==> src/design/mrof_pkg.sv <==
// shared types and constants for the multi-reader overwrite fifo
// no dependencies; imported by mrof_ctrl, the top level and the testbench
package mrof_pkg;

   localparam int DEPTH      = 1024;
   localparam int READERS    = 4;
   localparam int DATA_WIDTH = 32;

   localparam int ADDR_W  = (DEPTH > 1) ? $clog2(DEPTH) : 1;
   localparam int CNT_W   = $clog2(DEPTH + 1);
   localparam int RIDX_W  = (READERS > 1) ? $clog2(READERS) : 1;

   // fixed port field widths
   localparam int ID_FIELD_W    = 3;
   localparam int DATA_FIELD_W  = 32;
   localparam int COUNT_FIELD_W = 11;
   localparam int MASK_FIELD_W  = 4;
   localparam int MASK_READERS  = (READERS < MASK_FIELD_W) ? READERS : MASK_FIELD_W;

   typedef enum logic {
      ACT_WRITE = 1'b0,
      ACT_READ  = 1'b1
   } action_type;

   typedef enum logic [1:0] {
      ST_OK     = 2'd0,
      ST_EMPTY  = 2'd1,
      ST_BAD_ID = 2'd2
   } status_type;

   typedef struct packed {
      logic                    rd_ok;
      status_type              status;
      logic [CNT_W-1:0]        count;
      logic [MASK_FIELD_W-1:0] omask;
   } result_type;

endpackage

==> src/design/mrof_ctrl.sv <==
// write pointer, per-reader index and count registers, and result decode
// depends on mrof_pkg
module mrof_ctrl
   import mrof_pkg::*;
(
   input  logic                  clock,
   input  logic                  reset,
   input  logic                  take,
   input  action_type            action,
   input  logic [ID_FIELD_W-1:0] reader_sel,
   output logic                  ram_wr_en,
   output logic [ADDR_W-1:0]     ram_wr_addr,
   output logic                  ram_rd_en,
   output logic [ADDR_W-1:0]     ram_rd_addr,
   output result_type            result
);

   logic [ADDR_W-1:0] wp_ff, wp_in;
   logic [ADDR_W-1:0] idx_ff [READERS];
   logic [ADDR_W-1:0] idx_in [READERS];
   logic [CNT_W-1:0]  cnt_ff [READERS];
   logic [CNT_W-1:0]  cnt_in [READERS];
   logic [READERS-1:0] full;
   logic              id_ok;
   logic [RIDX_W-1:0] rid;
   logic [ADDR_W-1:0] nwp;
   logic [ADDR_W-1:0] cur_idx;
   logic [CNT_W-1:0]  cur_cnt;
   logic              rd_ok;

   function automatic logic [ADDR_W-1:0] next_slot(input logic [ADDR_W-1:0] p);
      return (p == ADDR_W'(DEPTH - 1)) ? '0 : p + 1'b1;
   endfunction

   assign id_ok   = (int'(reader_sel) < READERS);
   assign rid     = RIDX_W'(reader_sel);
   assign nwp     = next_slot(wp_ff);
   assign cur_idx = idx_ff[rid];
   assign cur_cnt = cnt_ff[rid];
   assign rd_ok   = (action == ACT_READ) && id_ok && (cur_cnt != '0);

   always_comb begin
      for (int r = 0; r < READERS; r++) begin
         full[r] = (cnt_ff[r] == CNT_W'(DEPTH));
      end
   end

   // next state
   always_comb begin
      wp_in = wp_ff;
      for (int r = 0; r < READERS; r++) begin
         idx_in[r] = idx_ff[r];
         cnt_in[r] = cnt_ff[r];
      end
      if (take) begin
         if (action == ACT_WRITE) begin
            wp_in = nwp;
            for (int r = 0; r < READERS; r++) begin
               if (full[r]) begin
                  // oldest element lost, reader follows the writer
                  idx_in[r] = nwp;
               end else begin
                  cnt_in[r] = cnt_ff[r] + 1'b1;
               end
            end
         end else if (rd_ok) begin
            idx_in[rid] = next_slot(cur_idx);
            cnt_in[rid] = cur_cnt - 1'b1;
         end
      end
   end

   always_ff @(posedge clock) begin
      if (reset) begin
         wp_ff <= '0;
         for (int r = 0; r < READERS; r++) begin
            idx_ff[r] <= '0;
            cnt_ff[r] <= '0;
         end
      end else begin
         wp_ff <= wp_in;
         for (int r = 0; r < READERS; r++) begin
            idx_ff[r] <= idx_in[r];
            cnt_ff[r] <= cnt_in[r];
         end
      end
   end

   // result of the current item, seen before the state update
   always_comb begin
      result        = '0;
      result.status = ST_OK;
      if (action == ACT_WRITE) begin
         for (int r = 0; r < MASK_READERS; r++) begin
            result.omask[r] = full[r];
         end
         if (id_ok) begin
            result.count = full[rid] ? cur_cnt : cur_cnt + 1'b1;
         end else begin
            result.status = ST_BAD_ID;
         end
      end else if (!id_ok) begin
         result.status = ST_BAD_ID;
      end else if (cur_cnt == '0) begin
         result.status = ST_EMPTY;
      end else begin
         result.rd_ok = 1'b1;
         result.count = cur_cnt - 1'b1;
      end
   end

   assign ram_wr_en   = take && (action == ACT_WRITE);
   assign ram_wr_addr = wp_ff;
   assign ram_rd_en   = take && rd_ok;
   assign ram_rd_addr = cur_idx;

endmodule

==> config.mk <==
export PLATFORM = sky130hd
export DESIGN_NAME = mrof_ctrl
export DESIGN_NICKNAME = d
export VERILOG_FILES = /design/src/design/mrof_pkg.sv /design/src/design/mrof_ctrl.sv
export SDC_FILE = /design/constraint.sdc
export NUM_CORES = 1
export LEC_CHECK = 0
export ABC_CLOCK_PERIOD_IN_PS = 14600
export BUFFER_PORTS_ARGS = -buffer_cell sky130_fd_sc_hd__buf_2
export CORE_MARGIN = 2
export CORE_UTILIZATION = 50
export CTS_BUF_LIST = sky130_fd_sc_hd__clkbuf_4
export CTS_CLUSTER_SIZE = 10
export DETAILED_ROUTE_END_ITERATION = 8
export GPL_TIMING_DRIVEN = 0
export PLACE_DENSITY_LB_ADDON = 0.1
export RECOVER_POWER = 50
export SYNTH_ARGS = -nofsm -noshare
export SYNTH_HDL_FRONTEND = slang
export SYNTH_SLANG_ARGS = --single-unit
==> constraint.sdc <==
create_clock -name clock -period 14.6 [get_ports clock]
set_input_delay 2.92 -clock clock [delete_from_list [all_inputs] [get_ports clock]]
set_output_delay 2.92 -clock clock [all_outputs]
set_load 0.02 [all_outputs]
# Word-level counts from Yosys, hierarchy flattened
# Memories as Yosys holds them, arrays and structs flattened.
# Index checks and enable logic that the tools add are counted.
dict set report word_totals {
  ram_bits 84
  output_inout_bits 40
  word_cells 86
  ff_bits 10
  n_memories 2
}
dict set report op_classes {
  n_eq_ne 6
  order_cmp 4
  addsub 8
  bitwise 10
  muxes 47
  n_reduce_logical 8
}
# memory words width rd rd_clocked_by_memory_dff write_ports line
set mem_list {}
lappend mem_list {cnt_ff 4 11 5 0 4 mrof_ctrl.sv:21} ;# logic [CNT_W-1:0] cnt_ff [READERS];
lappend mem_list {idx_ff 4 10 5 0 4 mrof_ctrl.sv:19} ;# logic [ADDR_W-1:0] idx_ff [READERS];
# op n
set ops {}
lappend ops {{$mux W11} 13}
lappend ops {{$mux W44} 3}
lappend ops {{$mux W40} 3}
lappend ops {{$mux W10} 11}
lappend ops {{$add A11 B1 Y11 const B} 5}
lappend ops {{$bwmux W44} 1}
lappend ops {{$eq A11 B11 Y1 const B} 4}
lappend ops {{$bwmux W40} 1}
lappend ops {{$demux W11 S2} 1}
lappend ops {{$add A10 B1 Y10 const B} 2}
lappend ops {{$demux W10 S2} 1}
lappend ops {{$eq A10 B10 Y1 const B} 2}
lappend ops {{$mux W13} 1}
lappend ops {{$logic_not A11 Y1} 1}
lappend ops {{$reduce_bool A11 Y1} 1}
lappend ops {{$sub A11 B1 Y11 const B} 1}
lappend ops {{$mux W1} 8}
lappend ops {{$or A1 B1 Y1} 8}
lappend ops {{$logic_and A1 B1 Y1} 5}
lappend ops {{$mux W2} 2}
lappend ops {{$mux W4} 1}
lappend ops {{$ge A3 B3 Y1 const B} 1}
lappend ops {{$lt A2 B3 Y1 const B} 1}
lappend ops {{$lt A3 B1 Y1 const B} 1}
lappend ops {{5 further kinds} 5}

# Logic depth before layout (Yosys ltp)
# Gate-level depths: netlist of run 1.
dict set report logic_depth {
  depth_word 10
  ltp_mapped 17
  ltp_nobuf 12
}

# Least setup slack after synthesis of run 1
# OpenSTA, ideal clock, no wires.
dict set report synth_path {
  kind {in2out}
  startpoint {input reader_sel[0]}
  endpoint {output result[10] (netlist name)}
  n_path_buf 6
  path_slack_ps 5352
  arrival_ps 6328
  required_ps 11680
  cell_stages 16
  path_cell_list {buf_4 > buf_2 > mux4_2 > clkbuf_1 > inv_1 > ha_1 > nand2_1 > or3_1 > clkbuf_1 > a211o_1 > buf_6 > o31ai_4 > inv_2 > buf_6 > a311oi_1 > nand2_1}
}
# element line
set synth_lines {}
lappend synth_lines {{from (decl)} mrof_ctrl.sv:10} ;# input logic [ID_FIELD_W-1:0] reader_sel,
lappend synth_lines {{to (decl)} mrof_ctrl.sv:15} ;# output result_type result

==> results by group, run 1 <==
GRT
  – Most Crowded Layer GR: met2
  – Met1 GRT Util: 0.525
  – First-pass GRT wire length: 41300 um
  – GR Util met3: 0.133
  – Antenna violations before repair: 0
  – Routing usage on met2: 0.527
  – Gr usage total: 0.376
  – Grt total ovfl: 0
  – Vias in the first global route: 7045
  – Largest net degree at the start of global routing: 19

Synth
  – Synth area leader: dfxtp_1
  – Synth area leaders: dfxtp_1 27%, mux4_2 7.2%, a211oi_1 6.0%, nor2_1 4.3%, a21oi_1 4.0%
  – Count of cell types in the netlist: 73
  – Syn. warnings: 0
  – Post-synthesis cell count: 859
  – Most frequent cell after synthesis: dfxtp_1
  – Syn_area_per_cell: 7.97 sq um
  – Post-synth top cells: 94 x dfxtp_1, 78 x nor2_1, 59 x nand2_1, 55 x a211oi_1, 55 x a21oi_1
  – Synth Register Bits: 94
  – Syn_nets: 878
  – Post-synth EDFFs: 0
  – Seq/Total Area, Yosys: 0.275
  – Synth top area share: 0.275
  – Top FF cell, synth: dfxtp_1
  – Synth Cell Area: 6840 sq um
  – Asr flop ratio synth: 0

Placement
  – RD Place Congestion: 1.09
  – # port buffers: 43
  – Dpl hpwl: 20100 um
  – Setup WS pre-CTS: 4.81 ns

CTS
  – Worst-Skew Late Latency: 0.52 ns
  – Clock buffer depth: 2
  – Cts hold-fix bufs: 0
  – Post-CTS Setup Bufs: 0
  – Worst-path clk slew: 0.19 ns
  – Root Buffer: clkbuf_4
  – TritonCTS Buffers: 9
  – Htree depth: 3
  – CTS tree: yes
  – Resize count post-CTS: 0
  – CTS sink cnt: 94

Setup path
  – Setup slack, reg-to-reg: 9.79 ns
  – CP most frequent cell: clkbuf_1
  – CP cell instances: clkbuf_1, clkbuf_1, mux4_2, clkbuf_1, inv_1, ha_1, nand2_1, or3_1, clkbuf_1, a211o_1, clkbuf_1, o31ai_1, inv_2, buf_6, a221oi_1, nor2_1, buf_2
  – Worst EP arrival: 7.86 ns
  – Reg2reg path depth: 13
  – Critical path type: input port to output pin
  – Slowest cell on crit path: o31ai_1
  – CP Launch Type: input port
  – Worst stage delay on the critical path: 0.68 ns
  – FF-to-FF Start: cnt_ff[0][0]$_SDFFE_PP0P_
  – CP Max Fanout: 10
  – Critical path required time: 11.68 ns
  – Reg-to-reg endpoint: cnt_ff[0][6]$_SDFFE_PP0P_
  – Nature of the critical path endpoint: output pin

Route
  – Post-DR vias/cell: 7.02
  – Starting DRT DRC Count: 1266
  – Post-DRT Antenna Nets: 0
  – Routed length per placed instance: 24.9 um
  – TritonRoute pass-1 iters: 6
  – Routed vias: 7681
  – Routed WL: 27300 um
  – DRC viols: 0

Timing
  – RSZ-0062 raised after global routing: no
  – Tmin final: 10.78 ns
  – Final worst slack: 3.82 ns
  – Final setup fails: 0
  – Slew @ Worst Pin: 1.70 ns
  – Setup TNS Final: 0 ns
  – Final hold vios: 0
  – Fmax: 92.7 MHz
  – Max Slew Vio Count: 21
  – Rel. slew slack: -0.142
  – Final Skew: 0.0294 ns
  – Period Utilization, post-route: 0.739

Run status
  – Outcome: complete, but fails checks
  – Failing checks: max-capacitance violations, max-slew violations

Layout
  – Area delta synth->final: 7.26%
  – Multi-input gate area: 4510 sq um
  – Register area: 1880 sq um
  – Share of cells above drive strength 1: 0.0969
  – Fillers: 1305
  – Post-Route Utilization: 0.552
  – # diodes: 0
  – Fin nets: 932

Floorplan
  – IO Pins: 47
  – Cell Rows: 42
  – Die ar.: 14600 sq um
  – Die width: 121 um
  – Core ar.: 13300 sq um
  – Die H: 121 um
  – Starting Density: 0.515

Pwr
  – Maximum vdd drop: 53.2 uV
  – Pwr/cell area: 88.3 nW/um^2
  – Leakage: 2.55 nW

Run
  – Max_cap viols: 2

Min path
  – Worst Hold Class: flop to flop
  – Worst hold start: idx_ff[1][8]$_SDFFE_PP0P_
  – Hold path depth: 2
  – Worst Hold End: idx_ff[1][8]$_SDFFE_PP0P_
-- worst max-delay path, delay by kind of cell --
family          cells  cell delay, ns
fa+ha+maj           1            0.27
mux                 1            0.62
compound gates      3            1.24
simple gates        3            0.56
buf+inv             9            2.22
-- cells in the final DEF, fill, tap and decap left out, types with 6 or more instances in the layout --
cell	n
dfxtp_1	94
nor2_1	78
clkbuf_1	65
nand2_1	59
a21oi_1	58
a211oi_1	56
o21ai_0	47
nor3_1	41
nand3_1	40
buf_2	38
inv_1	36
xnor2_1	27
mux4_2	22
xor2_1	19
and3_1	17
nor4_1	15
mux2i_1	14
a311oi_1	14
a22oi_1	13
ha_1	12
nand4_1	10
clkbuf_4	9
and2_1	8
or3_1	6
-- power breakdown --
group / internal [W] / switching [W]
Combinational: 0.0000656 / 0.000145
Clock: 0.0000390 / 0.000110
Sequential: 0.000270 / 0.0000188
Total: 0.000374 / 0.000274
-- kinds of logic after synthesis --
| family | after synthesis | share of synthesized area |
|---|---|---|
| buffers and inverters | 101 | 0.0611 |
| AOI/OAI and AO/OA | 262 | 0.265 |
| adders and majority gates | 12 | 0.0219 |
| xor gates and xnor gates | 46 | 0.0589 |
| muxes | 39 | 0.0978 |
| and+or+nand+nor | 305 | 0.221 |
| DFF | 94 | 0.275 |
-- state kept, by name, summed over array words and instances, names as in the netlist --
| name | count |
|---|---|
| cnt_ff | 44 |
| idx_ff | 40 |
| ram_wr_addr | 10 |
-- through the flow --
step	hold slack, ns	cells	cell area, sq um	total power [W]
after floorplan	0.431	859	6840	0.000425
after global placement	0.442	1078	7280	0.000495
after detailed placement	0.447	1078	7280	0.000498
after CTS	0.470	1094	7410	0.000642
after global routing	0.484	1094	7340	0.000670
final	0.474	1094	7340	0.000648
-- worst max path at each step --
stage	startpoint	endpoint	slack (ns)	cells past startpoint
floorplan	reader_sel[0]	result[10]	5.35	16
global placement	reader_sel[0]	result[11]	4.83	17
detailed placement	reader_sel[0]	result[11]	4.81	17
CTS	reader_sel[0]	result[11]	4.78	17
global route	reader_sel[0]	result[11]	3.37	17
finish	reader_sel[0]	result[11]	3.82	17
-- metal layers --
| metal | part of all wire | vias to the layer above |
|---|---|---|
| met5 | 0 | - |
| met4 | 0.036 | 0 |
| met3 | 0.15 | 88 |
| met2 | 0.41 | 604 |
| met1 | 0.40 | 3634 |
| li1 | - | 3355 |
-- cell type report --
type / instances / share of cell area
multi-input cells: 664 / 0.614
flip-flops and latches: 94 / 0.256
plain buffers: 63 / 0.0349
well taps: 176 / 0.0300
repair buffers: 43 / 0.0273
inverters: 38 / 0.0194
clock buffers: 9 / 0.00920
clock inverters: 7 / 0.00835
Note: power is estimated with default switching activity, not from simulation.
==> inputs of run 2 (changes only) <==
--- a/config.mk
+++ b/config.mk
@@ -5,7 +5,7 @@
 export SDC_FILE = /design/constraint.sdc
 export NUM_CORES = 1
 export LEC_CHECK = 0
-export ABC_CLOCK_PERIOD_IN_PS = 14600
+export ABC_CLOCK_PERIOD_IN_PS = 9700
 export BUFFER_PORTS_ARGS = -buffer_cell sky130_fd_sc_hd__buf_2
 export CORE_MARGIN = 2
 export CORE_UTILIZATION = 50
==> constraint.sdc (replaced) <==
create_clock -name clock -period 9.7 [get_ports clock]
set_input_delay 1.94 -clock clock [delete_from_list [all_inputs] [get_ports clock]]
set_output_delay 1.94 -clock clock [all_outputs]
set_load 0.02 [all_outputs]
==> results by group, run 2 (same netlist as run 1, synthesis figures left out) <==
CTS
  – Resize count post-CTS: 0 (unchanged)
  – Clock buffer depth: 2 (unchanged)
  – Worst-Skew Late Latency: 0.52 ns (about the same)
  – Htree depth: 3 (unchanged)
  – CTS tree: yes
  – Root Buffer: clkbuf_4
  – CTS sink cnt: 94 (unchanged)
  – Post-CTS Setup Bufs: 0 (unchanged)
  – Worst-path clk slew: 0.19 ns (about the same)
  – Cts hold-fix bufs: 0 (unchanged)
  – TritonCTS Buffers: 9 (unchanged)

Placement
  – # port buffers: 43 (unchanged)
  – RD Place Congestion: 1.09 (unchanged)
  – Dpl hpwl: 20100 um (unchanged)

Layout
  – Area delta synth->final: 7.51%
  – Fin nets: 932 (unchanged)
  – Reg with most FFs: cnt_ff
  – Max reg flops: 44 (unchanged)
  – # diodes: 0 (unchanged)
  – Commonest non-fill, non-tap cell in the layout: dfxtp_1
  – Most frequent cells in the layout: 94 x dfxtp_1, 78 x nor2_1, 67 x clkbuf_1, 59 x nand2_1, 58 x a21oi_1
  – Share of cells above drive strength 1: 0.0959 (-0.00109)

Setup path
  – Buffers & Inverters on Critical Path: 9 (unchanged)
  – CP cell instances: clkbuf_1, clkbuf_1, mux4_2, clkbuf_1, inv_1, ha_1, nand2_1, or3_1, clkbuf_1, a211o_1, buf_6, o31ai_4, inv_2, buf_6, a221oi_1, nor2_1, buf_2
  – Worst EP arrival: 6.48 ns (-1.38 ns)
  – CP Launch Type: input port
  – CP Max Fanout: 10 (unchanged)
  – CP most frequent cell: clkbuf_1
  – Critical path required time: 7.76 ns (-3.92 ns)
  – Delay-heaviest family, CP: buffers and inverters
  – Reg2reg path depth: 13 (unchanged)
  – Worst stage delay on the critical path: 0.63 ns (-0.05 ns)
  – Nature of the critical path endpoint: output pin
  – Critical path type: input port to output pin
  – Slowest cell on crit path: mux4_2
  – CP Depth: 17 (unchanged)

Pwr
  – Power, Total: 0.000981 W (+51%)
  – Leakage: 2.54 nW (-0.29%)
  – Maximum vdd drop: 79.3 uV (+49%)
  – Pwr/cell area: 133 nW/um^2 (+51%)

GRT
  – Gr usage total: 0.376 (unchanged)
  – Grt total ovfl: 0 (unchanged)
  – Largest net degree at the start of global routing: 19 (unchanged)
  – Antenna violations before repair: 0 (unchanged)
  – First-pass GRT wire length: 41300 um (unchanged)
  – Vias in the first global route: 7045 (unchanged)

Floorplan
  – Die H: 121 um (unchanged)
  – Die ar.: 14600 sq um (unchanged)
  – Die width: 121 um (unchanged)
  – IO Pins: 47 (unchanged)
  – Starting Density: 0.515 (unchanged)
  – Cell Rows: 42 (unchanged)
  – Core ar.: 13300 sq um (unchanged)

Timing
  – Fmax: 119 MHz
  – Final Skew: 0.0317 ns (+0.00228 ns)
  – Setup TNS Final: 0 ns (unchanged)
  – Max Slew Vio Count: 11 (-48%)
  – Final setup fails: 0 (unchanged)
  – Rel. slew slack: -0.135 (+0.00656)
  – Period Utilization, post-route: 0.868
  – Slew @ Worst Pin: 1.69 ns (-0.00973 ns)
  – RSZ-0062 raised after global routing: no
  – Hold slack: 0.475 ns (+0.000964 ns)
  – Tmin final: 8.42 ns
  – Final hold vios: 0 (unchanged)

Min path
  – Worst Hold Class: flop to flop
  – Hold path depth: 2 (unchanged)

Route
  – Routed length per placed instance: 25.0 um (about the same)
  – Post-DRT Antenna Nets: 0 (unchanged)
  – Routed vias: 7739 (+0.76%)
  – TritonRoute pass-1 iters: 6 (unchanged)
  – Starting DRT DRC Count: 1308 (+3.3%)
  – Post-DR vias/cell: 7.07 (+0.76%)
  – Routed WL: 27300 um (about the same)
  – DRC viols: 0 (unchanged)

Run status
  – Outcome: complete, but fails checks
  – Failing checks: max-capacitance violations, max-slew violations

Run
  – Max_cap viols: 1 (-1)
## run 2: cell count changes in the layout (fill, tap and decap cells not counted), sizes merged
cell	before	now
buf	41	39
clkbuf	74	76
## run 2: cell type report
| cell class | instances | area (sq um) |
|---|---|---|
| fill | 1302 | 5940 |
| multi-input combinational | 664 | 4520 |
| sequential | 94 | 1880 |
| buffer | 63 | 264 |
| tap | 176 | 220 |
| timing repair buffer | 43 | 196 |
| inverter | 38 | 143 |
| clock buffer | 9 | 67.6 |
| clock inverter | 7 | 61.3 |
## run 2: routing by layer
metal,wire (um),track usage,vias up
met2,11200,0.527,628
met3,4350,0.133,95
li1,-,-,3355
met1,10700,0.525,3661
met4,1020,0.147,0
met5,0,0,-
## run 2: final timing paths
kind	from	end	slack, ns
worst min register to register	idx_ff[1][8]$_SDFFE_PP0P_	idx_ff[1][8]$_SDFFE_PP0P_	0.48
worst min-delay path	idx_ff[1][8]$_SDFFE_PP0P_	idx_ff[1][8]$_SDFFE_PP0P_	0.48
worst max register to register	cnt_ff[0][0]$_SDFFE_PP0P_	cnt_ff[0][6]$_SDFFE_PP0P_	4.84
worst max-delay path	reader_sel[0]	result[11]	1.28
## run 2: worst register-to-register path: stages (launching register included)
cell and delay (ns):
dfxtp_1 0.43, mux4_2 0.52, clkbuf_1 0.26, inv_1 0.16, ha_1 0.27, nand2_1 0.09
or3_1 0.40, clkbuf_1 0.17, a211oi_1 0.88, a31o_2 0.28, clkbuf_1 0.45, clkbuf_1 0.49
o311ai_0 0.23, o41ai_1 0.12
## run 2: power by group
group	total, W	internal (W)	switching (W)
Sequential	0.000434	0.000406	0.0000286
Clock	0.000225	0.0000587	0.000167
Combinational	0.000322	0.000101	0.000220
## run 2: per-stage QoR
| step | util | cell area [sq um] | instances | setup WS [ns] |
|---|---|---|---|---|
| 3_3_place_gp | 0.548 | 7280 | 1078 | 1.89 |
| 3_5_place_dp | 0.548 | 7280 | 1078 | 1.87 |
| 6_report | 0.553 | 7360 | 1094 | 1.28 |
| 4_1_cts | 0.557 | 7410 | 1094 | 1.84 |
| 5_1_grt | 0.553 | 7360 | 1094 | 0.932 |
| 2_1_floorplan | - | 6840 | 859 | 2.41 |
